## src/hdl/pida_pkg.sv

```systemverilog
// shared types, constants and helpers for the positional insert/delete list
// depends on nothing; every other file refers to it by scoped names
package pida_pkg;

	// list geometry
	localparam int DEPTH = 64;
	localparam int WIDTH = 32;
	localparam int IDX_W = $clog2(DEPTH);
	localparam int CNT_W = $clog2(DEPTH + 1);
	localparam int POS_W = 7;
	localparam int VAL_W = 32;
	localparam int CMP_W = (CNT_W > POS_W) ? CNT_W : POS_W;

	// read-back reduction: groups of cells or-ed together, then the groups
	localparam int GRP  = 8;
	localparam int NGRP = (DEPTH + GRP - 1) / GRP;

	// request codes
	localparam logic [1:0] REQ_INS = 2'd0;
	localparam logic [1:0] REQ_DEL = 2'd1;
	localparam logic [1:0] REQ_RD  = 2'd2;

	// status codes
	localparam logic [1:0] ST_OK     = 2'd0;
	localparam logic [1:0] ST_BADPOS = 2'd1;
	localparam logic [1:0] ST_FULL   = 2'd2;

	typedef logic [WIDTH-1:0] entry_t;

	// what every cell does in the update cycle
	typedef enum logic [1:0] {
		CMD_HOLD,
		CMD_INS,
		CMD_DEL,
		CMD_RD
	} cmd_op_t;

	typedef struct packed {
		cmd_op_t            op;
		logic [CMP_W-1:0]   pos;
		entry_t             val;
	} cell_cmd_t;

	// port value to stored entry: keep low WIDTH bits, zero-extend if wider
	function automatic entry_t to_entry(input logic [VAL_W-1:0] v);
		logic [WIDTH+VAL_W-1:0] tmp;
		tmp = {{WIDTH{1'b0}}, v};
		return tmp[WIDTH-1:0];
	endfunction

	// stored entry to port value: low 32 bits, zero-extend if narrower
	function automatic logic [VAL_W-1:0] from_entry(input entry_t e);
		logic [WIDTH+VAL_W-1:0] tmp;
		tmp = {{VAL_W{1'b0}}, e};
		return tmp[VAL_W-1:0];
	endfunction

endpackage

```

## src/hdl/pida_cell.sv

```systemverilog
// one storage cell of the list: holds an entry and trades it with its neighbors
// depends on pida_pkg
module pida_cell (
	input  logic                        clk,
	input  logic [pida_pkg::IDX_W-1:0]  idx,
	input  pida_pkg::cell_cmd_t         cmd,
	input  pida_pkg::entry_t            left,
	input  pida_pkg::entry_t            right,
	output pida_pkg::entry_t            value,
	output pida_pkg::entry_t            rd
);

	logic [pida_pkg::CMP_W-1:0] idx_x;
	logic                       at_pos;
	logic                       past_pos;
	pida_pkg::entry_t           value_q;

	// place of this cell against the requested position
	assign idx_x    = pida_pkg::CMP_W'(idx);
	assign at_pos   = (idx_x == cmd.pos);
	assign past_pos = (idx_x > cmd.pos);

	// shift up on insert, shift down on delete, else keep
	always_ff @(posedge clk) begin
		case (cmd.op)
			pida_pkg::CMD_INS: begin
				if (at_pos) begin
					value_q <= cmd.val;
				end else if (past_pos) begin
					value_q <= left;
				end
			end
			pida_pkg::CMD_DEL: begin
				if (at_pos || past_pos) begin
					value_q <= right;
				end
			end
			default: begin
				value_q <= value_q;
			end
		endcase
	end

	assign value = value_q;

	// read contribution, zero unless this cell is the one read
	assign rd = (cmd.op == pida_pkg::CMD_RD && at_pos) ? value_q : '0;

endmodule

```

## config.mk

```make
export PLATFORM = sky130hd
export DESIGN_NAME = pida_cell
export DESIGN_NICKNAME = d
export VERILOG_FILES = /design/src/hdl/pida_pkg.sv /design/src/hdl/pida_cell.sv
export SDC_FILE = /design/constraint.sdc
export NUM_CORES = 1
export LEC_CHECK = 0
export BUFFER_PORTS_ARGS = -buffer_cell sky130_fd_sc_hd__clkbuf_2
export CAP_MARGIN = 20
export CORE_UTILIZATION = 30
export CTS_CLUSTER_SIZE = 20
export DETAILED_ROUTE_END_ITERATION = 10
export GPL_ROUTABILITY_DRIVEN = 0
export MAX_ROUTING_LAYER = met4
export PLACE_DENSITY = 0.65
export SETUP_SLACK_MARGIN = 0.5
export SYNTH_ARGS = -nofsm -noshare
export SYNTH_HDL_FRONTEND = slang
export SYNTH_SLANG_ARGS = --single-unit
```

## constraint.sdc

```tcl
create_clock -name clk -period 2.6 [get_ports clk]
set_input_delay 0.13 -clock clk [delete_from_list [all_inputs] [get_ports clk]]
set_output_delay 0.13 -clock clk [all_outputs]
set_load 0.03 [all_outputs]
```

Word-level counts from Yosys, hierarchy flattened. Index checks and enable logic that the tools add are counted.

Bits of input ports: 112. Output and inout bits: 64. Bits in registers: 32. Word-level logic and storage cells: 17.

Order comparisons: 1. Multiplexer cells: 5. Equal/unequal tests: 6. Reduce and logical (&&, ||, !) cells: 4.

Operator list (count): two-way mux 32 bit (4); case mux 32 bit (2 select lines) (1); == test 6 x 7 -> 1 bit (1); > comparator 6 x 7 -> 1 bit (1); == test 2 bit (second input constant) (2); inequality test 3 bit (second input constant) (1); AND reduction 3 bit (1); == test 2 x 1 -> 1 bit (second input constant) (1); inequality test 2 bit (second input constant) (1); nonzero test 2 bit (1); logical AND 1 bit (1); logical OR 1 bit (1).

Depth between registers and ports, before layout.
Depth in word-level cells: 4. Depth in mapped cells: 7. Gate-level depth less buffers: 6.

Least setup slack after synthesis. OpenSTA, ideal clock, no wires.

Kind: input-to-reg. Start: input cmd[37] (netlist name). End: register value_q[0], in the netlist value[0] (enable). Required time: 2.209 ns. Arrival time: 1.658 ns. Path buffers: 0. Slack: 0.551 ns. Library setup time: 0.391 ns. Stages: 5. Path through: inv_1 > ha_1 > nand4b_4 > nor3_1 > o22a_1.

Longest elaborated chain between the ends: 4. Elaborated cells between the ends (all ways): 6. Classes of those cells: order compare (1); eq/ne (3); reduce/logical (2).

Ends and longest elaborated chain: from (decl) (line pida_cell.sv:6) `input pida_pkg::cell_cmd_t cmd,`; > comparator 6 x 7 -> 1 bit / == test 6 x 7 -> 1 bit (equally long branches) (line pida_cell.sv:21, pida_cell.sv:20); logical OR 1 bit (line pida_cell.sv:34) `if (at_pos || past_pos) begin`; inequality test 2 bit (no line); AND reduction 3 bit (no line) *; to (signal assigned) (line pida_cell.sv:28) `value_q <= cmd.val;`; to (signal assigned) (line pida_cell.sv:35) `value_q <= right;`; to (signal assigned) (line pida_cell.sv:39) `value_q <= value_q;`; to (decl) (line pida_cell.sv:16) `pida_pkg::entry_t value_q;`.

Mark *: on every way between the ends. The rest lies on a longest branch, timed or not. A chain may end at the register's enable or synchronous reset.

Final worst setup path.
Start: input cmd[37] (netlist name). End: output rd[1].

Longest elaborated chain between the ends: 3.

Ends and longest elaborated chain: == test 6 x 7 -> 1 bit (line pida_cell.sv:20) `assign at_pos = (idx_x == cmd.pos);`; logical AND 1 bit (line pida_cell.sv:47) `assign rd = (cmd.op == pida_pkg::CMD_RD && at_pos) ? value_q : '0;`; two-way mux 32 bit (line pida_cell.sv:47); to (decl) (line pida_cell.sv:10) `output pida_pkg::entry_t rd`.

Every way passes these cells.

==> out/summary.txt <==
Status = finished clean
Post-synth top flop = edfxtp_1
Cell-internal power = 924 uW
Die Span Y = 85.4 um
Static leakage = 1.50 nW
Yosys reg bits = 32
Post-cts sizing count = 0
Final hold violations = 0
Sequential power share = 49.5%
Residual DRC = 0
Clk pwr share = 27.5%
Cell Pwr Density = 409 nW/um^2
Pre-antenna DRT Iters = 4
Comb power frac = 23.0%
WHS = 0.129 ns
Antenna violation net count after detailed routing = 0
Initial antenna violation count = 0
Nets = 494
Setup TNS = 0 ns
Rows = 30
Synth warnings = 0
HP Start = right[0]
Core ar. = 6760 sq um
Crit Path Class = input port to primary output
Setup Viol. Count Final = 0
Critical Path AT = 1.65 ns
CP startpoint kind = input port
Hold path cells = 3
Hold Path Sink = value[0]
Area leader, netlist = edfxtp_1
Syn_area_per_cell = 10.5 sq um
Synth Net Count = 317
Top cells by area, synth = edfxtp_1, mux2i_1, and2_1
DIE AREA = 7290 sq um
Die X-Extent = 85.4 um
Pre-CTS setup slack = 0.489 ns
Max Fclk = 561 MHz
Vias in the first global route = 1,850
Seq/Total Area, Yosys = 46.1%
Clock Tree Buf Depth = 2
Wire per inst = 12.0 um
Grt total ovfl = 0
Sw Ratio = 27.5%
Min Clock Period, post-route = 1.78 ns
Max cap viols = 0
CTS Buf Count = 5
Max-slew violations = 0
Port Buffers = 175
Largest net degree at the start of global routing = 34
Peak VDD IR = 182 uV
Worst Slack Setup Final = 0.818 ns
GRT Util Overall = 14.8%
TritonCTS clock tree = done
Number of synthesized flops with an enable pin = 32
DR vias/cell = 4.46
Worst Setup End Kind = primary output
Vias = 2,036
Layout cells sized above 1 = 50.9%
Worst slew margin = 71.7%
Tcrit/Tclk final = 68.5%
Sw power = 350 uW
ANT cells = 0
Mapped cell area = 2090 sq um
Growth of design area from synthesis to finish = 49.3%
Detailed Route WL = 5470 um
Initial core utilization = 30.9%
CTS Sinks = 32
Clk slew on worst S/H paths = 0.06 ns
Worst min-delay path class = input port to register
Top cell type's share of synthesized area = 46.1%
Max reg flops = 32
RSZ-0062 raised after global routing = no
I/O pin cnt = 176
Slew @ Worst Pin = 0.425 ns
Post-synthesis cell count = 199
Initial DRC count = 39
Layout Cells excl Fill = 457
Root buffer selected by CTS = clkbuf_8
Async SR Flop Fraction = 0%
DP HPWL = 4390 um
CTS H-tree lvls = 2
Placed Cells incl. Taps = 445
Post-synth cell types = 23
First-pass GRT wire length = 8180 um
Crit path max fanout = 32
CP required = 2.47 ns
[synthesized netlist by cell type, drive strengths merged (2+ instances only)]
| cell type | n |
|---|---|
| nor2 | 2 |
| clkbuf | 5 |
| nand2 | 32 |
| mux2i | 32 |
| o21ai | 32 |
| ha | 6 |
| nor2b | 2 |
| buf | 8 |
| edfxtp | 32 |
| and2 | 32 |
| inv | 6 |
| nand3 | 2 |
| a21oi | 2 |
[per-layer routing]
layer  part of all wire (%)  global-route usage (%)  up-vias
li1                       -                       -     1048
met1                     39                    15.0      902
met2                     56                    28.0       80
met3                    4.6                    3.21        6
met4                   0.91                    5.00        0
met5                      0                       -        -
[cell usage in the layout, fill, tap and decap left out]
cell type,count
clkbuf_2,175
mux2i_1,32
nand2_1,32
and2_1,32
edfxtp_1,32
o21ai_0,23
o21ai_1,9
buf_4,7
inv_1,6
ha_1,6
clkbuf_8,5
nand3_1,2
a21oi_1,2
clkbuf_1,2
nor2b_4,1
nand4b_4,1
nor2_8,1
and3_4,1
nand2b_1,1
a211oi_1,1
nor2_1,1
nor3_1,1
nor2b_1,1
o22a_1,1
clkinv_1,1
buf_12,1
[worst max-delay path: stages]
cell and delay, ns:
clkbuf_2 0.08, inv_1 0.03, ha_1 0.34, nand4b_4 0.16, nor2_8 0.15, and3_4 0.37
and2_1 0.17, clkbuf_2 0.20
[metrics by stage]
stage / area (sq um) / util [%] / total power, mW
CTS: 3080 / 45.6 / 1.29
floorplan: 2090 / - / 0.799
global route: 3110 / 46.1 / 1.34
finish: 3110 / 46.1 / 1.27
global placement: 3000 / 44.5 / 0.931
detailed placement: 3000 / 44.5 / 0.937
[logic make-up after synthesis]
group	Yosys count	synth area share (%)
AOI/OAI and AO/OA	36	8.94
adders and majority gates	6	3.60
buffers and inverters	19	6.24
DFF	32	46.1
muxes	32	15.4
and+or+nand+nor	74	19.8
[power groups by stage]
stage / Clock [mW] / Sequential, mW / Combinational (mW)
global placement: 0 / 0.642 / 0.289
finish: 0.351 / 0.631 / 0.293
floorplan: 0 / 0.707 / 0.0916
global route: 0.382 / 0.634 / 0.321
detailed placement: 0 / 0.642 / 0.295
CTS: 0.365 / 0.631 / 0.296
[worst max-delay path by stage]
stage	slack, ns	cells past startpoint	start	endpoint
after floorplan	0.55	5	cmd[37]	value[0]
after global placement	0.55	8	cmd[37]	rd[18]
after detailed placement	0.49	8	cmd[37]	rd[12]
after CTS	0.51	8	idx[0]	rd[12]
after global routing	0.72	8	cmd[37]	rd[12]
final	0.82	8	cmd[37]	rd[1]
[layout make-up]
type                       instances  area, sq um
clock buffer                       7         76.3
inverter                           6         22.5
tap                               80          100
multi-input combinational        148         1000
clock inverter                     1         3.75
fill                             672         3640
sequential                        32          961
timing repair buffer             183          948
[what timing repair did]
action,in CTS,in global routing
buffers inserted,0,4
hold buffers,0,0
pin swaps,1,1
setup endpoints to repair,12,32
Note: power is estimated with default switching activity, not from simulation.
